==> config.mk <==
export PLATFORM = sky130hd
export DESIGN_NAME = free_list_pool_allocator_flat
export DESIGN_NICKNAME = d
export VERILOG_FILES = /design/src/design/flpa_pkg.sv /design/src/design/flpa_ifs.sv /design/src/design/flpa_ram.sv /design/src/design/flpa_ctrl.sv /design/src/design/flpa_dp.sv /design/src/design/free_list_pool_allocator.sv /design/src/flat_wrapper.sv
export SDC_FILE = /design/constraint.sdc
export NUM_CORES = 2
export LEC_CHECK = 0
export BUFFER_PORTS_ARGS = -buffer_cell sky130_fd_sc_hd__buf_2
export CORE_ASPECT_RATIO = 1.25
export CORE_MARGIN = 4
export CORE_UTILIZATION = 55
export CTS_BUF_LIST = sky130_fd_sc_hd__clkbuf_16
export CTS_CLUSTER_DIAMETER = 200
export DETAILED_ROUTE_END_ITERATION = 8
export GPL_ROUTABILITY_DRIVEN = 1
export MAX_ROUTING_LAYER = met4
export PLACE_DENSITY = 0.71
export SKIP_CTS_REPAIR_TIMING = 1
export SLEW_MARGIN = 0
export SYNTH_ARGS = -nofsm -noshare
export SYNTH_HDL_FRONTEND = slang
export SYNTH_SLANG_ARGS = --single-unit
==> constraint.sdc <==
create_clock -name clk -period 17.7 [get_ports clk]
set_input_delay 2.655 -clock clk [delete_from_list [all_inputs] [get_ports clk]]
set_output_delay 2.655 -clock clk [all_outputs]
set_load 0.005 [all_outputs]
==> src/design/flpa_pkg.sv <==
// Shared constants, types and helpers of the free-list pool allocator.
`default_nettype none
package flpa_pkg;

  localparam int POOL_ADDR_BITS = 16;
  localparam int ADDR_W     = POOL_ADDR_BITS;
  localparam int SIZE_W     = ADDR_W + 1;
  localparam int REQ_W      = 16;
  localparam int ALIGN_W    = 4;
  localparam int MODE_W     = 2;
  localparam int STATUS_W   = 3;
  localparam int CFG_IDX_W  = 1;
  localparam int CFG_DATA_W = 17;
  localparam int PAD_W      = 10;

  localparam int DEF_MAX_FREE_BLOCKS = 32;
  localparam int DEF_MAX_ALLOCATIONS = 32;
  localparam int DEF_HEADER_BYTES    = 8;

  localparam logic [REQ_W-1:0]   MIN_REQUEST    = REQ_W'(8);
  localparam logic [ALIGN_W-1:0] MAX_ALIGN_LOG2 = ALIGN_W'(8);
  localparam logic [SIZE_W-1:0]  POOL_MIN       = SIZE_W'(16);
  localparam logic [SIZE_W-1:0]  POOL_MAX       = SIZE_W'(1) << ADDR_W;

  localparam logic [CFG_IDX_W-1:0] CFG_FIT_POLICY = CFG_IDX_W'(0);
  localparam logic [CFG_IDX_W-1:0] CFG_POOL_BYTES = CFG_IDX_W'(1);

  typedef enum logic [MODE_W-1:0] {
    MODE_ALLOC   = 2'd0,
    MODE_FREE    = 2'd1,
    MODE_RESTORE = 2'd2,
    MODE_NOP     = 2'd3
  } flpa_mode_t;

  typedef enum logic [STATUS_W-1:0] {
    ST_OK      = 3'd0,
    ST_SMALL   = 3'd1,
    ST_NOFIT   = 3'd2,
    ST_UNKNOWN = 3'd3,
    ST_FULL    = 3'd4
  } flpa_status_t;

  typedef enum logic [3:0] {
    S_INIT, S_IDLE, S_A_CHK, S_A_SCAN, S_A_SPLIT, S_SHDN, S_A_REC,
    S_F_LOOK, S_F_POS, S_F_MERGE, S_SHUP, S_F_INS, S_F_FIN, S_RESTORE, S_DONE
  } flpa_state_t;

  typedef struct packed {
    logic [ADDR_W-1:0] start;
    logic [SIZE_W-1:0] size;
  } flpa_fentry_t;

  typedef struct packed {
    logic [ADDR_W-1:0] data;
    logic [ADDR_W-1:0] start;
    logic [SIZE_W-1:0] size;
  } flpa_aentry_t;

  typedef struct packed {
    logic         latch_in;
    logic         init_pool;
    logic         fit_start;
    logic         fit_run;
    logic         split;
    logic         shdn_run;
    logic         rec_wr;
    logic         look_start;
    logic         look_run;
    logic         pos_start;
    logic         pos_run;
    logic         merge_both;
    logic         merge_prev;
    logic         merge_next;
    logic         shup_setup;
    logic         shup_run;
    logic         ins_wr;
    logic         fin;
    logic         set_status;
    flpa_status_t status;
    logic         emit;
  } flpa_cmd_t;

  typedef struct packed {
    logic req_small;
    logic alloc_full;
    logic fit_done;
    logic fit_ok;
    logic left_zero;
    logic shdn_done;
    logic look_done;
    logic look_hit;
    logic pos_done;
    logic mprev;
    logic mnext;
    logic free_full;
    logic shup_done;
    logic out_free;
  } flpa_sts_t;

  // Header plus alignment padding in front of a block start.
  function automatic logic [PAD_W-1:0] flpa_pad(input logic [ADDR_W-1:0]  start,
                                                input logic [ALIGN_W-1:0] lg,
                                                input logic [PAD_W-1:0]   hdr);
    logic [PAD_W-1:0] a;
    logic [PAD_W-1:0] pad0;
    logic [PAD_W-1:0] short;
    logic [PAD_W-1:0] k;
    a     = PAD_W'(1) << lg;
    pad0  = a - (start[PAD_W-1:0] & (a - PAD_W'(1)));
    short = hdr - pad0;
    k     = (short + a - PAD_W'(1)) >> lg;
    if (pad0 < hdr) begin
      return pad0 + (k << lg);
    end
    return pad0;
  endfunction

endpackage
`default_nettype wire

==> src/design/flpa_ifs.sv <==
// Request and result channel interfaces.
`default_nettype none
interface flpa_in_if;
  logic                               valid;
  logic                               ready;
  logic [flpa_pkg::MODE_W-1:0]        mode;
  logic [flpa_pkg::REQ_W-1:0]         request_bytes;
  logic [flpa_pkg::ALIGN_W-1:0]       align_log2;
  logic [flpa_pkg::ADDR_W-1:0]        release_address;
  modport source (output valid, mode, request_bytes, align_log2, release_address,
                  input ready);
  modport sink   (input valid, mode, request_bytes, align_log2, release_address,
                  output ready);
endinterface

interface flpa_out_if;
  logic                          valid;
  logic                          ready;
  logic [flpa_pkg::ADDR_W-1:0]   data_address;
  logic [flpa_pkg::STATUS_W-1:0] status;
  logic [flpa_pkg::SIZE_W-1:0]   used_bytes;
  logic [flpa_pkg::SIZE_W-1:0]   peak_bytes;
  modport source (output valid, data_address, status, used_bytes, peak_bytes,
                  input ready);
  modport sink   (input valid, data_address, status, used_bytes, peak_bytes,
                  output ready);
endinterface
`default_nettype wire

==> src/design/flpa_ram.sv <==
// Generic simple dual-port RAM with registered read.
`default_nettype none
module flpa_ram #(
  parameter int WIDTH = 8,
  parameter int DEPTH = 32
) (
  input  logic                                    clk,
  input  logic                                    we,
  input  logic [(DEPTH > 1 ? $clog2(DEPTH) : 1)-1:0] waddr,
  input  logic [WIDTH-1:0]                        wdata,
  input  logic [(DEPTH > 1 ? $clog2(DEPTH) : 1)-1:0] raddr,
  output logic [WIDTH-1:0]                        rdata
);
  logic [WIDTH-1:0] mem_r [DEPTH];
  logic [WIDTH-1:0] rdata_r;

  always_ff @(posedge clk) begin
    if (we) begin
      mem_r[waddr] <= wdata;
    end
    rdata_r <= mem_r[raddr];
  end

  assign rdata = rdata_r;
endmodule
`default_nettype wire

==> src/design/flpa_ctrl.sv <==
// Sequencing state machine of the allocator.
`default_nettype none
module flpa_ctrl (
  input  logic                        clk,
  input  logic                        rst_n,
  input  logic                        in_valid,
  input  logic [flpa_pkg::MODE_W-1:0] in_mode,
  output logic                        in_ready,
  input  flpa_pkg::flpa_sts_t         sts,
  output flpa_pkg::flpa_cmd_t         cmd
);
  flpa_pkg::flpa_state_t state_r, state_nxt;
  logic                  op_free_r, op_free_nxt;

  always_ff @(posedge clk) begin
    if (!rst_n) begin
      state_r   <= flpa_pkg::S_INIT;
      op_free_r <= 1'b0;
    end else begin
      state_r   <= state_nxt;
      op_free_r <= op_free_nxt;
    end
  end

  always_comb begin
    state_nxt   = state_r;
    op_free_nxt = op_free_r;
    cmd         = '0;
    cmd.status  = flpa_pkg::ST_OK;
    in_ready    = 1'b0;
    case (state_r)
      flpa_pkg::S_INIT: begin
        cmd.init_pool = 1'b1;
        state_nxt     = flpa_pkg::S_IDLE;
      end
      flpa_pkg::S_IDLE: begin
        in_ready = 1'b1;
        if (in_valid) begin
          cmd.latch_in = 1'b1;
          op_free_nxt  = (in_mode == flpa_pkg::MODE_FREE);
          case (flpa_pkg::flpa_mode_t'(in_mode))
            flpa_pkg::MODE_ALLOC:   state_nxt = flpa_pkg::S_A_CHK;
            flpa_pkg::MODE_FREE: begin
              cmd.look_start = 1'b1;
              state_nxt      = flpa_pkg::S_F_LOOK;
            end
            flpa_pkg::MODE_RESTORE: state_nxt = flpa_pkg::S_RESTORE;
            default:                state_nxt = flpa_pkg::S_DONE;
          endcase
        end
      end
      flpa_pkg::S_A_CHK: begin
        if (sts.req_small) begin
          cmd.set_status = 1'b1;
          cmd.status     = flpa_pkg::ST_SMALL;
          state_nxt      = flpa_pkg::S_DONE;
        end else if (sts.alloc_full) begin
          cmd.set_status = 1'b1;
          cmd.status     = flpa_pkg::ST_FULL;
          state_nxt      = flpa_pkg::S_DONE;
        end else begin
          cmd.fit_start = 1'b1;
          state_nxt     = flpa_pkg::S_A_SCAN;
        end
      end
      flpa_pkg::S_A_SCAN: begin
        cmd.fit_run = 1'b1;
        if (sts.fit_done) begin
          if (sts.fit_ok) begin
            state_nxt = flpa_pkg::S_A_SPLIT;
          end else begin
            cmd.set_status = 1'b1;
            cmd.status     = flpa_pkg::ST_NOFIT;
            state_nxt      = flpa_pkg::S_DONE;
          end
        end
      end
      flpa_pkg::S_A_SPLIT: begin
        cmd.split = 1'b1;
        state_nxt = sts.left_zero ? flpa_pkg::S_SHDN : flpa_pkg::S_A_REC;
      end
      flpa_pkg::S_SHDN: begin
        cmd.shdn_run = 1'b1;
        if (sts.shdn_done) begin
          state_nxt = op_free_r ? flpa_pkg::S_F_FIN : flpa_pkg::S_A_REC;
        end
      end
      flpa_pkg::S_A_REC: begin
        cmd.rec_wr = 1'b1;
        state_nxt  = flpa_pkg::S_DONE;
      end
      flpa_pkg::S_F_LOOK: begin
        cmd.look_run = 1'b1;
        if (sts.look_done) begin
          if (sts.look_hit) begin
            cmd.pos_start = 1'b1;
            state_nxt     = flpa_pkg::S_F_POS;
          end else begin
            cmd.set_status = 1'b1;
            cmd.status     = flpa_pkg::ST_UNKNOWN;
            state_nxt      = flpa_pkg::S_DONE;
          end
        end
      end
      flpa_pkg::S_F_POS: begin
        cmd.pos_run = 1'b1;
        if (sts.pos_done) begin
          state_nxt = flpa_pkg::S_F_MERGE;
        end
      end
      flpa_pkg::S_F_MERGE: begin
        if (sts.mprev && sts.mnext) begin
          cmd.merge_both = 1'b1;
          state_nxt      = flpa_pkg::S_SHDN;
        end else if (sts.mprev) begin
          cmd.merge_prev = 1'b1;
          state_nxt      = flpa_pkg::S_F_FIN;
        end else if (sts.mnext) begin
          cmd.merge_next = 1'b1;
          state_nxt      = flpa_pkg::S_F_FIN;
        end else if (sts.free_full) begin
          cmd.set_status = 1'b1;
          cmd.status     = flpa_pkg::ST_FULL;
          state_nxt      = flpa_pkg::S_DONE;
        end else begin
          cmd.shup_setup = 1'b1;
          state_nxt      = flpa_pkg::S_SHUP;
        end
      end
      flpa_pkg::S_SHUP: begin
        cmd.shup_run = 1'b1;
        if (sts.shup_done) begin
          state_nxt = flpa_pkg::S_F_INS;
        end
      end
      flpa_pkg::S_F_INS: begin
        cmd.ins_wr = 1'b1;
        state_nxt  = flpa_pkg::S_F_FIN;
      end
      flpa_pkg::S_F_FIN: begin
        cmd.fin   = 1'b1;
        state_nxt = flpa_pkg::S_DONE;
      end
      flpa_pkg::S_RESTORE: begin
        cmd.init_pool = 1'b1;
        state_nxt     = flpa_pkg::S_DONE;
      end
      flpa_pkg::S_DONE: begin
        if (sts.out_free) begin
          cmd.emit  = 1'b1;
          state_nxt = flpa_pkg::S_IDLE;
        end
      end
      default: state_nxt = flpa_pkg::S_INIT;
    endcase
  end
endmodule
`default_nettype wire

==> src/design/flpa_dp.sv <==
// Datapath: free and allocation tables, scan pipelines, totals and result register.
`default_nettype none
module flpa_dp #(
  parameter int MAX_FREE_BLOCKS = flpa_pkg::DEF_MAX_FREE_BLOCKS,
  parameter int MAX_ALLOCATIONS = flpa_pkg::DEF_MAX_ALLOCATIONS,
  parameter int HEADER_BYTES    = flpa_pkg::DEF_HEADER_BYTES
) (
  input  logic                            clk,
  input  logic                            rst_n,
  input  flpa_pkg::flpa_cmd_t             cmd,
  output flpa_pkg::flpa_sts_t             sts,
  input  logic [flpa_pkg::REQ_W-1:0]      in_request_bytes,
  input  logic [flpa_pkg::ALIGN_W-1:0]    in_align_log2,
  input  logic [flpa_pkg::ADDR_W-1:0]     in_release_address,
  input  logic                            cfg_we,
  input  logic [flpa_pkg::CFG_IDX_W-1:0]  cfg_index,
  input  logic [flpa_pkg::CFG_DATA_W-1:0] cfg_wdata,
  output logic                            out_valid,
  input  logic                            out_ready,
  output logic [flpa_pkg::ADDR_W-1:0]     out_data_address,
  output logic [flpa_pkg::STATUS_W-1:0]   out_status,
  output logic [flpa_pkg::SIZE_W-1:0]     out_used_bytes,
  output logic [flpa_pkg::SIZE_W-1:0]     out_peak_bytes
);
  localparam int FI = MAX_FREE_BLOCKS > 1 ? $clog2(MAX_FREE_BLOCKS) : 1;
  localparam int FC = $clog2(MAX_FREE_BLOCKS + 1);
  localparam int AI = MAX_ALLOCATIONS > 1 ? $clog2(MAX_ALLOCATIONS) : 1;
  localparam int AC = $clog2(MAX_ALLOCATIONS + 1);
  localparam int AW = flpa_pkg::ADDR_W;
  localparam int SW = flpa_pkg::SIZE_W;
  localparam int PW = flpa_pkg::PAD_W;
  localparam logic [FC-1:0] FMAX = FC'(MAX_FREE_BLOCKS);
  localparam logic [AC-1:0] AMAX = AC'(MAX_ALLOCATIONS);
  localparam logic [PW-1:0] HDR  = PW'(HEADER_BYTES);

  // configuration
  logic          policy_r;
  logic [SW-1:0] pool_r;
  logic [SW-1:0] pool_lim;

  // latched request
  logic [flpa_pkg::REQ_W-1:0]   req_r;
  logic [flpa_pkg::ALIGN_W-1:0] lg_r;
  logic [AW-1:0]                rel_r;

  // table bookkeeping
  logic [FC-1:0]              fcnt_r;
  logic [AC-1:0]              acnt_r;
  logic [MAX_ALLOCATIONS-1:0] valid_r;
  logic [SW-1:0]              used_r, peak_r, used_sum;

  // RAM ports
  logic                   fr_we;
  logic [FI-1:0]          fr_waddr, fr_raddr;
  flpa_pkg::flpa_fentry_t fr_wdata, fr_rdata;
  logic                   ar_we;
  flpa_pkg::flpa_aentry_t ar_wdata, ar_rdata;

  // free table scan (fit and position)
  logic [FC-1:0] fiss_r;
  logic          f_p1_v_r;
  logic [FI-1:0] f_p1_idx_r;
  logic          f_issue;
  logic [PW-1:0] s1_pad;

  logic          p2_v_r;
  logic [FI-1:0] p2_idx_r;
  logic [AW-1:0] p2_start_r;
  logic [SW-1:0] p2_size_r, p2_need_r;
  logic [PW-1:0] p2_pad_r;
  logic          p2_fits;
  logic [SW-1:0] p2_left;

  logic          stop_r, best_v_r;
  logic [FI-1:0] best_idx_r;
  logic [AW-1:0] best_start_r;
  logic [SW-1:0] best_left_r, best_need_r;
  logic [PW-1:0] best_pad_r;

  logic          slot_found_r;
  logic [AI-1:0] slot_r;

  // allocation lookup
  logic [AC-1:0] aiss_r;
  logic          a_p1_v_r;
  logic [AI-1:0] a_p1_idx_r;
  logic          a_issue;
  logic          hit_r;
  logic [AI-1:0] k_r;
  logic [AW-1:0] s_r;
  logic [SW-1:0] z_r, se_r;

  // insertion position
  logic          pos_found_r, prev_v_r;
  logic [FI-1:0] p_r, prev_idx_r;
  logic [AW-1:0] cur_start_r, prev_start_r;
  logic [SW-1:0] cur_size_r, prev_size_r, prev_end_r;
  logic [FC-1:0] p_eff;

  // shift engine
  logic [FC-1:0] sh_r;
  logic          pend_r;
  logic [FC-1:0] pidx_r;
  logic          sh_issue;

  // result
  logic                          out_valid_r;
  logic [AW-1:0]                 res_addr_r, out_addr_r;
  flpa_pkg::flpa_status_t        res_status_r;
  logic [flpa_pkg::STATUS_W-1:0] out_status_r;
  logic [SW-1:0]                 out_used_r, out_peak_r;

  flpa_ram #(.WIDTH($bits(flpa_pkg::flpa_fentry_t)), .DEPTH(MAX_FREE_BLOCKS)) u_free_ram (
    .clk   (clk),
    .we    (fr_we),
    .waddr (fr_waddr),
    .wdata (fr_wdata),
    .raddr (fr_raddr),
    .rdata (fr_rdata)
  );

  flpa_ram #(.WIDTH($bits(flpa_pkg::flpa_aentry_t)), .DEPTH(MAX_ALLOCATIONS)) u_alloc_ram (
    .clk   (clk),
    .we    (ar_we),
    .waddr (slot_r),
    .wdata (ar_wdata),
    .raddr (aiss_r[AI-1:0]),
    .rdata (ar_rdata)
  );

  assign pool_lim = (pool_r < flpa_pkg::POOL_MIN) ? flpa_pkg::POOL_MIN :
                    (pool_r > flpa_pkg::POOL_MAX) ? flpa_pkg::POOL_MAX : pool_r;

  assign f_issue  = ((cmd.fit_run && !stop_r) || (cmd.pos_run && !pos_found_r)) &&
                    (fiss_r < fcnt_r);
  assign a_issue  = cmd.look_run && !hit_r && (aiss_r < AMAX);
  assign sh_issue = (cmd.shdn_run && (sh_r < fcnt_r)) || (cmd.shup_run && (sh_r > p_eff));
  assign s1_pad   = flpa_pkg::flpa_pad(fr_rdata.start, lg_r, HDR);
  assign p2_fits  = p2_size_r >= p2_need_r;
  assign p2_left  = p2_size_r - p2_need_r;
  assign p_eff    = pos_found_r ? FC'(p_r) : fcnt_r;
  assign used_sum = used_r + best_need_r;

  // free RAM read address
  always_comb begin
    if (cmd.shdn_run) begin
      fr_raddr = sh_r[FI-1:0];
    end else if (cmd.shup_run) begin
      fr_raddr = FI'(sh_r - FC'(1));
    end else begin
      fr_raddr = fiss_r[FI-1:0];
    end
  end

  // free RAM write port
  always_comb begin
    fr_we    = 1'b0;
    fr_waddr = '0;
    fr_wdata = fr_rdata;
    if (cmd.init_pool) begin
      fr_we          = 1'b1;
      fr_wdata.start = '0;
      fr_wdata.size  = pool_lim;
    end else if (cmd.split) begin
      fr_we          = best_left_r != '0;
      fr_waddr       = best_idx_r;
      fr_wdata.start = best_start_r + best_need_r[AW-1:0];
      fr_wdata.size  = best_left_r;
    end else if ((cmd.shdn_run || cmd.shup_run) && pend_r) begin
      fr_we    = 1'b1;
      fr_waddr = cmd.shdn_run ? FI'(pidx_r - FC'(1)) : pidx_r[FI-1:0];
    end else if (cmd.merge_both) begin
      fr_we          = 1'b1;
      fr_waddr       = prev_idx_r;
      fr_wdata.start = prev_start_r;
      fr_wdata.size  = prev_size_r + z_r + cur_size_r;
    end else if (cmd.merge_prev) begin
      fr_we          = 1'b1;
      fr_waddr       = prev_idx_r;
      fr_wdata.start = prev_start_r;
      fr_wdata.size  = prev_size_r + z_r;
    end else if (cmd.merge_next) begin
      fr_we          = 1'b1;
      fr_waddr       = p_r;
      fr_wdata.start = s_r;
      fr_wdata.size  = cur_size_r + z_r;
    end else if (cmd.ins_wr) begin
      fr_we          = 1'b1;
      fr_waddr       = p_eff[FI-1:0];
      fr_wdata.start = s_r;
      fr_wdata.size  = z_r;
    end
  end

  assign ar_we          = cmd.rec_wr;
  assign ar_wdata.data  = best_start_r + AW'(best_pad_r);
  assign ar_wdata.start = best_start_r;
  assign ar_wdata.size  = best_need_r;

  always_ff @(posedge clk) begin
    if (!rst_n) begin
      policy_r     <= 1'b0;
      pool_r       <= flpa_pkg::POOL_MAX;
      fcnt_r       <= '0;
      acnt_r       <= '0;
      valid_r      <= '0;
      used_r       <= '0;
      peak_r       <= '0;
      f_p1_v_r     <= 1'b0;
      p2_v_r       <= 1'b0;
      stop_r       <= 1'b0;
      best_v_r     <= 1'b0;
      slot_found_r <= 1'b0;
      a_p1_v_r     <= 1'b0;
      hit_r        <= 1'b0;
      pos_found_r  <= 1'b0;
      prev_v_r     <= 1'b0;
      pend_r       <= 1'b0;
      out_valid_r  <= 1'b0;
      res_status_r <= flpa_pkg::ST_OK;
    end else begin
      if (cfg_we) begin
        case (cfg_index)
          flpa_pkg::CFG_FIT_POLICY: policy_r <= cfg_wdata[0];
          flpa_pkg::CFG_POOL_BYTES: pool_r   <= cfg_wdata;
          default: ;
        endcase
      end

      if (cmd.latch_in) begin
        res_status_r <= flpa_pkg::ST_OK;
      end else if (cmd.set_status) begin
        res_status_r <= cmd.status;
      end

      if (cmd.init_pool) begin
        fcnt_r  <= FC'(1);
        acnt_r  <= '0;
        valid_r <= '0;
        used_r  <= '0;
        peak_r  <= '0;
      end

      // fit scan with slot search alongside
      if (cmd.fit_start) begin
        stop_r       <= 1'b0;
        best_v_r     <= 1'b0;
        p2_v_r       <= 1'b0;
        slot_found_r <= 1'b0;
      end else if (cmd.fit_run) begin
        p2_v_r <= f_p1_v_r && !stop_r;
        if (p2_v_r && !stop_r && p2_fits) begin
          if (!best_v_r || (p2_left < best_left_r)) begin
            best_v_r <= 1'b1;
          end
          if (!policy_r) begin
            stop_r <= 1'b1;
          end
        end
        if (!slot_found_r && !valid_r[slot_r]) begin
          slot_found_r <= 1'b1;
        end
      end

      if (cmd.fit_start || cmd.pos_start) begin
        f_p1_v_r <= 1'b0;
      end else begin
        f_p1_v_r <= f_issue;
      end

      if (cmd.look_start) begin
        a_p1_v_r <= 1'b0;
        hit_r    <= 1'b0;
      end else begin
        a_p1_v_r <= a_issue;
        if (cmd.look_run && a_p1_v_r && !hit_r && valid_r[a_p1_idx_r] &&
            (ar_rdata.data == rel_r)) begin
          hit_r <= 1'b1;
        end
      end

      if (cmd.pos_start) begin
        pos_found_r <= 1'b0;
        prev_v_r    <= 1'b0;
      end else if (cmd.pos_run && f_p1_v_r && !pos_found_r) begin
        if (fr_rdata.start > s_r) begin
          pos_found_r <= 1'b1;
        end else begin
          prev_v_r <= 1'b1;
        end
      end

      if (cmd.split || cmd.merge_both || cmd.shup_setup) begin
        pend_r <= 1'b0;
      end else begin
        pend_r <= sh_issue;
      end
      if (cmd.shdn_run && !sh_issue && !pend_r) begin
        fcnt_r <= fcnt_r - FC'(1);
      end
      if (cmd.ins_wr) begin
        fcnt_r <= fcnt_r + FC'(1);
      end

      if (cmd.rec_wr) begin
        valid_r[slot_r] <= 1'b1;
        acnt_r          <= acnt_r + AC'(1);
        used_r          <= used_sum;
        if (used_sum > peak_r) begin
          peak_r <= used_sum;
        end
      end
      if (cmd.fin) begin
        valid_r[k_r] <= 1'b0;
        acnt_r       <= acnt_r - AC'(1);
        used_r       <= (used_r >= z_r) ? used_r - z_r : '0;
      end

      if (cmd.emit) begin
        out_valid_r <= 1'b1;
      end else if (out_ready) begin
        out_valid_r <= 1'b0;
      end
    end
  end

  // payload registers
  always_ff @(posedge clk) begin
    if (cmd.latch_in) begin
      req_r      <= in_request_bytes;
      lg_r       <= (in_align_log2 > flpa_pkg::MAX_ALIGN_LOG2) ?
                    flpa_pkg::MAX_ALIGN_LOG2 : in_align_log2;
      rel_r      <= in_release_address;
      res_addr_r <= '0;
    end else if (cmd.rec_wr) begin
      res_addr_r <= ar_wdata.data;
    end

    if (cmd.fit_start || cmd.pos_start) begin
      fiss_r <= '0;
    end else if (f_issue) begin
      fiss_r <= fiss_r + FC'(1);
    end
    f_p1_idx_r <= fiss_r[FI-1:0];

    // stage 1: padding and block need
    p2_idx_r   <= f_p1_idx_r;
    p2_start_r <= fr_rdata.start;
    p2_size_r  <= fr_rdata.size;
    p2_pad_r   <= s1_pad;
    p2_need_r  <= SW'(req_r) + SW'(s1_pad);

    // stage 2: candidate selection
    if (cmd.fit_run && p2_v_r && !stop_r && p2_fits &&
        (!best_v_r || (p2_left < best_left_r))) begin
      best_idx_r   <= p2_idx_r;
      best_start_r <= p2_start_r;
      best_left_r  <= p2_left;
      best_need_r  <= p2_need_r;
      best_pad_r   <= p2_pad_r;
    end

    if (cmd.fit_start) begin
      slot_r <= '0;
    end else if (cmd.fit_run && !slot_found_r && valid_r[slot_r]) begin
      slot_r <= slot_r + AI'(1);
    end

    if (cmd.look_start) begin
      aiss_r <= '0;
    end else if (a_issue) begin
      aiss_r <= aiss_r + AC'(1);
    end
    a_p1_idx_r <= aiss_r[AI-1:0];
    if (cmd.look_run && a_p1_v_r && !hit_r && valid_r[a_p1_idx_r] &&
        (ar_rdata.data == rel_r)) begin
      k_r  <= a_p1_idx_r;
      s_r  <= ar_rdata.start;
      z_r  <= ar_rdata.size;
      se_r <= SW'(ar_rdata.start) + ar_rdata.size;
    end

    if (cmd.pos_run && f_p1_v_r && !pos_found_r) begin
      if (fr_rdata.start > s_r) begin
        p_r         <= f_p1_idx_r;
        cur_start_r <= fr_rdata.start;
        cur_size_r  <= fr_rdata.size;
      end else begin
        prev_idx_r   <= f_p1_idx_r;
        prev_start_r <= fr_rdata.start;
        prev_size_r  <= fr_rdata.size;
        prev_end_r   <= SW'(fr_rdata.start) + fr_rdata.size;
      end
    end

    // shift engine: down removes an entry, up opens a gap
    if (cmd.split) begin
      sh_r <= FC'(best_idx_r) + FC'(1);
    end else if (cmd.merge_both) begin
      sh_r <= p_eff + FC'(1);
    end else if (cmd.shup_setup) begin
      sh_r <= fcnt_r;
    end else if (sh_issue) begin
      sh_r <= cmd.shdn_run ? sh_r + FC'(1) : sh_r - FC'(1);
    end
    pidx_r <= sh_r;

    if (cmd.emit) begin
      out_addr_r   <= res_addr_r;
      out_status_r <= res_status_r;
      out_used_r   <= used_r;
      out_peak_r   <= peak_r;
    end
  end

  always_comb begin
    sts.req_small  = req_r < flpa_pkg::MIN_REQUEST;
    sts.alloc_full = acnt_r == AMAX;
    sts.fit_done   = slot_found_r &&
                     (stop_r || ((fiss_r >= fcnt_r) && !f_p1_v_r && !p2_v_r));
    sts.fit_ok     = best_v_r;
    sts.left_zero  = best_left_r == '0;
    sts.shdn_done  = (sh_r >= fcnt_r) && !pend_r;
    sts.look_done  = hit_r || ((aiss_r >= AMAX) && !a_p1_v_r);
    sts.look_hit   = hit_r;
    sts.pos_done   = pos_found_r || ((fiss_r >= fcnt_r) && !f_p1_v_r);
    sts.mprev      = prev_v_r && (prev_end_r == SW'(s_r));
    sts.mnext      = pos_found_r && (se_r == SW'(cur_start_r));
    sts.free_full  = fcnt_r >= FMAX;
    sts.shup_done  = (sh_r <= p_eff) && !pend_r;
    sts.out_free   = !out_valid_r || out_ready;
  end

  assign out_valid        = out_valid_r;
  assign out_data_address = out_addr_r;
  assign out_status       = out_status_r;
  assign out_used_bytes   = out_used_r;
  assign out_peak_bytes   = out_peak_r;
endmodule
`default_nettype wire

==> src/design/free_list_pool_allocator.sv <==
// Free-list pool allocator: one request at a time, result held in an output register.
// Flow, accept to result valid: an allocate checks the request, scans the free table (to the
//   end for best fit, to the first fitting block for first fit, until a free allocation slot
//   is found too), splits the block and records it; a used-up block also shifts entries down.
//   A free looks up its allocation, finds the insertion point, then merges, shifts and inserts.
// Throughput: the next request is taken the cycle after the result is loaded. Reset: rst_n.
`default_nettype none
module free_list_pool_allocator #(
  parameter int MAX_FREE_BLOCKS = flpa_pkg::DEF_MAX_FREE_BLOCKS,
  parameter int MAX_ALLOCATIONS = flpa_pkg::DEF_MAX_ALLOCATIONS,
  parameter int HEADER_BYTES    = flpa_pkg::DEF_HEADER_BYTES
) (
  input  logic                            clk,
  input  logic                            rst_n,
  flpa_in_if.sink                         in_req,
  flpa_out_if.source                      out_rsp,
  input  logic                            cfg_we,
  input  logic [flpa_pkg::CFG_IDX_W-1:0]  cfg_index,
  input  logic [flpa_pkg::CFG_DATA_W-1:0] cfg_wdata
);
  flpa_pkg::flpa_cmd_t cmd;
  flpa_pkg::flpa_sts_t sts;

  flpa_ctrl u_ctrl (
    .clk      (clk),
    .rst_n    (rst_n),
    .in_valid (in_req.valid),
    .in_mode  (in_req.mode),
    .in_ready (in_req.ready),
    .sts      (sts),
    .cmd      (cmd)
  );

  flpa_dp #(
    .MAX_FREE_BLOCKS (MAX_FREE_BLOCKS),
    .MAX_ALLOCATIONS (MAX_ALLOCATIONS),
    .HEADER_BYTES    (HEADER_BYTES)
  ) u_dp (
    .clk                (clk),
    .rst_n              (rst_n),
    .cmd                (cmd),
    .sts                (sts),
    .in_request_bytes   (in_req.request_bytes),
    .in_align_log2      (in_req.align_log2),
    .in_release_address (in_req.release_address),
    .cfg_we             (cfg_we),
    .cfg_index          (cfg_index),
    .cfg_wdata          (cfg_wdata),
    .out_valid          (out_rsp.valid),
    .out_ready          (out_rsp.ready),
    .out_data_address   (out_rsp.data_address),
    .out_status         (out_rsp.status),
    .out_used_bytes     (out_rsp.used_bytes),
    .out_peak_bytes     (out_rsp.peak_bytes)
  );

  // one request in flight: no new request right after one is taken
  a_one_in_flight: assert property (@(posedge clk) disable iff (!rst_n)
    in_req.valid && in_req.ready |=> !in_req.ready)
    else $error("request taken while another is in flight");

  a_emit_loads: assert property (@(posedge clk) disable iff (!rst_n)
    cmd.emit |=> out_rsp.valid)
    else $error("result not presented after emit");

  a_valid_source: assert property (@(posedge clk) disable iff (!rst_n)
    $rose(out_rsp.valid) |-> $past(cmd.emit))
    else $error("result valid without emit");

  a_single_write_cmd: assert property (@(posedge clk) disable iff (!rst_n)
    $countones({cmd.split, cmd.merge_both, cmd.merge_prev, cmd.merge_next,
                cmd.ins_wr, cmd.init_pool}) <= 1)
    else $error("conflicting free table writes");
endmodule
`default_nettype wire

==> src/flat_wrapper.sv <==
// flat-port wrapper written by rule: the top's interface ports become plain ports
module free_list_pool_allocator_flat 
#(
  parameter int MAX_FREE_BLOCKS = flpa_pkg::DEF_MAX_FREE_BLOCKS,
  parameter int MAX_ALLOCATIONS = flpa_pkg::DEF_MAX_ALLOCATIONS,
  parameter int HEADER_BYTES    = flpa_pkg::DEF_HEADER_BYTES
)
  (clk, rst_n, cfg_we, cfg_index, cfg_wdata, in_req_valid, in_req_mode, in_req_request_bytes, in_req_align_log2, in_req_release_address, in_req_ready, out_rsp_valid, out_rsp_data_address, out_rsp_status, out_rsp_used_bytes, out_rsp_peak_bytes, out_rsp_ready);
  flpa_in_if in_req_i ();
  flpa_out_if out_rsp_i ();
  input  logic clk;
  input  logic rst_n;
  input  logic cfg_we;
  input  logic [flpa_pkg::CFG_IDX_W-1:0] cfg_index;
  input  logic [flpa_pkg::CFG_DATA_W-1:0] cfg_wdata;
  input wire logic [$bits(in_req_i.valid)-1:0] in_req_valid;
  input wire logic [$bits(in_req_i.mode)-1:0] in_req_mode;
  input wire logic [$bits(in_req_i.request_bytes)-1:0] in_req_request_bytes;
  input wire logic [$bits(in_req_i.align_log2)-1:0] in_req_align_log2;
  input wire logic [$bits(in_req_i.release_address)-1:0] in_req_release_address;
  output wire logic [$bits(in_req_i.ready)-1:0] in_req_ready;
  output wire logic [$bits(out_rsp_i.valid)-1:0] out_rsp_valid;
  output wire logic [$bits(out_rsp_i.data_address)-1:0] out_rsp_data_address;
  output wire logic [$bits(out_rsp_i.status)-1:0] out_rsp_status;
  output wire logic [$bits(out_rsp_i.used_bytes)-1:0] out_rsp_used_bytes;
  output wire logic [$bits(out_rsp_i.peak_bytes)-1:0] out_rsp_peak_bytes;
  input wire logic [$bits(out_rsp_i.ready)-1:0] out_rsp_ready;
  assign in_req_i.valid = in_req_valid;
  assign in_req_i.mode = in_req_mode;
  assign in_req_i.request_bytes = in_req_request_bytes;
  assign in_req_i.align_log2 = in_req_align_log2;
  assign in_req_i.release_address = in_req_release_address;
  assign in_req_ready = in_req_i.ready;
  assign out_rsp_valid = out_rsp_i.valid;
  assign out_rsp_data_address = out_rsp_i.data_address;
  assign out_rsp_status = out_rsp_i.status;
  assign out_rsp_used_bytes = out_rsp_i.used_bytes;
  assign out_rsp_peak_bytes = out_rsp_i.peak_bytes;
  assign out_rsp_i.ready = out_rsp_ready;
  free_list_pool_allocator #(.MAX_FREE_BLOCKS(MAX_FREE_BLOCKS), .MAX_ALLOCATIONS(MAX_ALLOCATIONS), .HEADER_BYTES(HEADER_BYTES)) u_core (.clk(clk), .rst_n(rst_n), .in_req(in_req_i), .out_rsp(out_rsp_i), .cfg_we(cfg_we), .cfg_index(cfg_index), .cfg_wdata(cfg_wdata));
endmodule
# == Yosys cells after proc, flatten, opt, wreduce, memory -nomap -nowiden ==
# Memories as Yosys holds them, arrays and structs flattened. A register that Yosys moved wholly into a read port is not among the register bits.
# Index checks and enable logic that the tools add are counted.
# totals
regBits,536
latchBits,0
ramBits,2624
mem_bits_ro,0
input_bits,61
out_inout_bits,55
word_cells,363
n_memories,2
# mem_list
memory,words,word_bits,rd,rd_ports_with_merged_regs,write_ports,line,source
u_core.u_dp.u_alloc_ram.mem_r,32,49,1,1,1,flpa_ram.sv:14,logic [WIDTH-1:0] mem_r [DEPTH];
u_core.u_dp.u_free_ram.mem_r,32,33,1,1,1,flpa_ram.sv:14,
# classes
addsub,29
mul,0
div_mod_pow,0
n_lt_le_gt_ge,24
n_eq_ne,27
shifts,3
n_mux,128
bitwise,8
n_reduce_logical,85
# ops
op,n
33-bit 2-to-1 mux,7
32-bit 2-to-1 mux,5
17-bit 2-to-1 mux,9
4-bit 2-to-1 mux,25
6-bit 2-to-1 mux,12
17-bit adder,4
4-bit case mux with 13 select lines,1
5-bit 2-to-1 mux,10
1-bit 2-to-1 mux,45
1-bit logical AND,37
"6-bit by 1-bit adder with 6-bit output, second input constant",6
16-bit by 17-bit adder with 17-bit output,2
17-bit by 16-bit equality test with 1-bit output,2
17-bit greater-or-equal comparator,2
17-bit subtractor,2
32-bit bitwise AND,1
32-bit inverter,1
32-bit bitwise OR,1
"4-bit equality test, second input constant",7
10-bit adder,2
10-bit 2-to-1 mux,2
"10-bit by 1-bit subtractor with 10-bit output, second input constant",2
"5-bit by 6-bit less-than comparator with 1-bit output, second input constant",3
"6-bit by 1-bit subtractor with 6-bit output, second input constant",3
57 further kinds,113

# == Depth between registers and ports, before layout ==
# depth
word_depth,14
ltp_mapped,45
depth_no_buf,39

# == Modules after synthesis ==
# From an unflattened synthesis, not the netlist that was laid out.
# unflattened
hier_cells,9105
area_unflattened_um2,136210.6
# by_module_without_submodules
module,instances,cells_each,area_per_inst_um2,seq_area_each_um2
flpa_ram at u_core.u_dp.u_alloc_ram,1,3434,61854.3,48066.1
flpa_ram at u_core.u_dp.u_free_ram,1,2332,41813.9,32371.0
flpa_dp,1,3226,31744.2,13713.2
flpa_ctrl,1,113,798.3,100.1

# == Least setup slack after synthesis ==
# No wires, ideal clock.
# synth_timing
path_type,reg-to-reg
from,register u_core.u_dp.lg_r[0] in the netlist's numbering
to,register u_core.u_dp.p2_need_r[12]
setup_ns,0.121
arrival_ns,7.971
t_required_ns,17.579
setup_slack_ns,9.608
stages_incl_launch_ff,42
path_buffers,6
period_less_slack_ns,8.092
cell_sequence,edfxtp_1 > buf_2 > clkbuf_1 > buf_1 > buf_1 > nor2_1 > nand2_1 > ha_1 > clkbuf_1 > a21oi_1 > o32ai_1 > nand2_1 > ha_1 > clkbuf_1 > a21oi_1 > a221o_1 > nor2_2 > ha_1 > (+6 left out) > mux2i_1 > nand3_1 > nand2_1 > inv_1 > ha_1 > a21o_1 > a21oi_1 > o21bai_1 > a21oi_1 > o21bai_1 > a21oi_1 > o21ai_0 > or3_1 > o211ai_1 > ha_1 > a21oi_1 > nor2_1 > xor2_1
# synth_via
elab_chain_len,13
elab_cells_between_ends,15
classes_between,add/sub: 7; order compare: 1; shift: 3; mux: 3; bitwise: 1
# synth_rtl
item,line,source
"start, declared",flpa_dp.sv:43,logic [flpa_pkg::ALIGN_W-1:0] lg_r;
"start signal, assigned",flpa_dp.sv:331,lg_r <= (in_align_log2 > flpa_pkg::MAX_ALIGN_LOG2) ?
1-bit by 4-bit << shifter with 10-bit output,flpa_pkg.sv:108,a = PAD_W'(1) << lg;
10-bit by 1-bit subtractor with 10-bit output,flpa_pkg.sv:109,pad0 = a - (start[PAD_W-1:0] & (a - PAD_W'(1)));
10-bit bitwise AND,flpa_pkg.sv:109,
10-bit subtractor,flpa_pkg.sv:109,
4-bit by 10-bit subtractor with 10-bit output,flpa_pkg.sv:110,short = hdr - pad0;
10-bit adder,flpa_pkg.sv:111,k = (short + a - PAD_W'(1)) >> lg;
10-bit by 1-bit subtractor with 10-bit output,flpa_pkg.sv:111,
10-bit by 4-bit right shift with 10-bit output,flpa_pkg.sv:111,
10-bit by 4-bit << shifter with 10-bit output,flpa_pkg.sv:113,return pad0 + (k << lg);
10-bit adder,flpa_pkg.sv:113,
10-bit 2-to-1 mux,flpa_pkg.sv:112,if (pad0 < hdr) begin
10-bit 2-to-1 mux *,flpa_pkg.sv:115,return pad0;
named net u_core.u_dp.s1_pad[9],flpa_dp.sv:64,logic [PW-1:0] s1_pad;
16-bit by 10-bit adder with 17-bit output *,flpa_dp.sv:351,p2_need_r <= SW'(req_r) + SW'(s1_pad);
"end signal, assigned",flpa_dp.sv:351,
"end, declared",flpa_dp.sv:69,"logic [SW-1:0] p2_size_r, p2_need_r;"
# The timed path passes the listed nets; every way through them passes the cells marked *. The select of a mux whose other input is x is not followed.
# A chain may end at the register's enable or synchronous reset.

# == Worst setup path in the final report ==
# layout_timing
from,register u_core.u_dp.lg_r[0] in the netlist's numbering
to,register u_core.u_dp.p2_need_r[15]
# Same word-level chain as after synthesis.

==> metrics.md <==
| Metric | Value |
|---|---|
| CTS tree | done |
| # H-tree levels | 5 |
| Total leakage power | 51.4 nW |
| Worst setup margin | 8720 ps |
| Yosys cell types | 94 |
| Total global routing overflow | 0 |
| Synth Area in Compound Gates | 0.0635 |
| Die Footprint | between 200000 and 300000 um^2 |
| Via count | 80718 |
| Post-Route WL | about 370000 um |
| Post-Syn Instances | 8823 |
| Fmax | roughly 0.11 GHz |
| R2R cell count | 37 |
| Synth top cells by count | edfxtp_1 (2932), nand2_1 (1316), mux4_2 (508), clkbuf_1 (361), nand3_1 (344) |
| CTS buffer count | approximately 330 |
| Share of layout cells above drive strength 1 | 0.161 |
| Cell Area, Synth | 135000 um^2 |
| R2R setup slack | between 8000 and 9000 ps |
| First-pass GRT wire length | 535000 um |
| Critical Path RT | 18510 ps |
| Period minus WS final | between 8000 and 9000 ps |
| Maximum capacitance violations | 0 |
| Met1 Use GR | 0.366 |
| Rows | 202 |
| Pre-CTS setup slack | 8680 ps |
| Core area | between 200000 and 250000 um^2 |
| Yosys warnings | 0 |
| Vias in the first global route | between 70000 and 80000 |
| IO Port Bufs | approximately 120 |
| RSZ-0062 raised after global routing | false |
| Synth area leaders | edfxtp_1 (65%), mux4_2 (8.5%), dfxtp_1 (4.6%) |
| M2 GR Usage | 0.484 |
| Vias per cell | 6.45 |
| Post-Synth Simple-Gate Area | 0.0825 |
| Pwr/cell area | approximately 160 nW/um^2 |
| Post-Synth XOR/XNOR Area | 0.0163 |
| Adder-Cell Fraction of Synth Area | 0.0281 |
| Layout Nets | ~9400 |
| Post-route clock skew | roughly 77 ps |
| Met3 Use GR | 0.0424 |
| Leading area contributor after synthesis | edfxtp_1 |
| Die Ht | approximately 560 um |
| Rel. slew slack | 0.0717 |
| Total global-route track usage | 0.297 |
| Final setup fails | 0 |
| Top_reg_cell synth | edfxtp_1 |
| Peak supply drop | around 0.15 mV |
| Syn Nets | between 9000 and 10000 |
| Top Ports | between 100 and 150 |
| Ys async rst share | 0 |
| WP data arrival | just under 10000 ps |
| Startpoint types | flop |
| Post-route ant nets | 0 |
| First drt pass iteration count | 7 |
| Slowest stage delay, CP | just over 600 ps |
| Largest net degree at the start of global routing | roughly 170 |
| Final hold violations | 0 |
| Slew Limit Fails | 0 |
| Mux contribution to synthesized area | 0.0908 |
| DRC | 0 |
| Initial Util | 0.554 |
| Final setup TNS | 0 ps |
| Starting DRT DRC Count | between 9000 and 10000 |
| Min-Delay Path Class | reg -> reg |
| Die Span X | 451 um |
| Crit path buf inv count | 2 |
| Gp weighted congestion | ~0.95 |
| Critical-path top delay cell | xor2_1 |
| Post-synth top area share | 0.653 |
| Area growth syn-to-layout | 11.5% |
| Root Driver | clkbuf_16 |
| Max clock buf depth | 4 |
| Hold Path Depth | 0 |
| Clock Sinks | roughly 3200 |
| Initial antenna violation count | 13 |
| Reg clk slew, reported paths | approximately 60 ps |
| WP depth | 37 |
| Largest family of logic cells by synthesized area | multiplexers |
| Flops & latches, synth | 3242 |
| Top-count cell post-synth | edfxtp_1 |
| Post-synthesis sequential area ratio | 0.699 |
| Crit path max fanout | 36 |
| Critical Path End Type | flop |
| Most used routing layer | met2 |
| Delay-heaviest family, CP | simple AND/OR/NAND/NOR gates |
| Pin slew with the least headroom to its limit | 1390 ps |
| Post-DP HPWL | ~210000 um |
| Pwr Total | roughly 0.024 W |
| Number of flops mapped to enable cells by yosys | approximately 2900 |
| Worst skew pair latency | 990 ps |
| Status | complete, no violations |
| Crit path kind | reg -> reg |
| Mean area per synthesized cell | ~15 um^2 |
| Final period util | 0.508 |
| Routed len/inst | about 30 um |
-- layout by cell type, fill, tap and decap left out, types with 29 or more instances in the layout --
master / instances
xnor2_1: 148
buf_2: 115
clkinv_2: 63
mux4_2: 508
nand2_1: 1316
nor3_2: 36
nor2b_1: 36
a31oi_1: 89
nand4_1: 43
nand3_1: 343
o21a_1: 41
edfxtp_1: 2932
dfxtp_1: 305
o21bai_1: 34
clkbuf_16: 337
a21oi_1: 324
bufinv_16: 29
or3_1: 40
clkinv_1: 60
nor2_1: 290
nor3_1: 76
and3_1: 159
a21o_1: 94
mux2_2: 51
ha_1: 282
nor2_4: 30
inv_1: 284
a311oi_1: 205
xor2_1: 87
a211oi_1: 64
o21ai_0: 185
buf_4: 187
-- report_power, final --
group          internal [W]  total (W)  switching [W]
clock               0.00386    0.00670        0.00283
sequential          0.00938    0.00990       0.000517
combinational       0.00283    0.00734        0.00451
total                0.0161     0.0239        0.00786
-- final timing paths --
kind	from	to
worst max register to register	u_core.u_dp.lg_r[0]$_SDFFCE_PN0P_	u_core.u_dp.p2_need_r[15]$_DFF_P_
worst min register to register	u_core.u_dp.p2_start_r[1]$_DFF_P_	u_core.u_dp.best_start_r[1]$_DFFE_PP_
worst min-delay path	u_core.u_dp.p2_start_r[1]$_DFF_P_	u_core.u_dp.best_start_r[1]$_DFFE_PP_
worst max-delay path	u_core.u_dp.lg_r[0]$_SDFFCE_PN0P_	u_core.u_dp.p2_need_r[15]$_DFF_P_
-- layer usage --
layer / part of all wire / vias up
met5: 0 / -
met4: 0.059 / 0
met3: 0.087 / 1068
met2: 0.50 / 4520
met1: 0.36 / 40695
li1: - / 34435
-- logic make-up after synthesis --
group | after synthesis
XOR/XNOR | 248
buffers and inverters | 679
flip-flops | 3242
other | 1
AO/OA/AOI/OAI | 1268
AND/OR/NAND/NOR | 2509
multiplexers | 581
adder cells (fa/ha/maj) | 295
-- worst register-to-register path, delay by kind of cell (launching register included) --
| family | cells | cell delay, ps |
|---|---|---|
| buf+inv | 2 | 410 |
| flops | 1 | 330 |
| compound gates | 10 | 2050 |
| simple gates | 14 | 2310 |
| fa+ha+maj | 4 | 1670 |
| mux | 1 | 290 |
| xor+xnor | 6 | 1780 |
-- flip-flops by register name, summed over array words and instances (netlist names), 32 cells and up --
signal	flops
u_core.u_dp.valid_r	32
u_core.u_dp.u_free_ram.mem_r	1056
u_core.u_dp.u_free_ram.rdata	33
u_core.u_dp.u_alloc_ram.rdata	49
u_core.u_dp.u_alloc_ram.mem_r	1568
-- through the flow --
step / hold slack, ps / instance area, um^2 / instances / utilization
floorplan: 329 / 135000 / 8823 / -
global placement: 386 / 140000 / 11936 / 0.576
detailed placement: 389 / 140000 / 11936 / 0.576
CTS: 372 / 150000 / 12516 / 0.618
global route: 382 / 150000 / 12519 / 0.618
finish: 373 / 150000 / 12522 / 0.618
-- cell type report --
cell class / instances / area (um^2)
sequential: 3242 / 94300
fill: 17376 / 92800
multi-input combinational: 4902 / 38700
clock buffer: 337 / 8430
tap: 3264 / 4080
timing repair buffer: 311 / 2150
clock inverter: 243 / 1880
inverter: 218 / 818
antenna: 5 / 12.5
No activity file was read; power rests on OpenSTA's default activity.
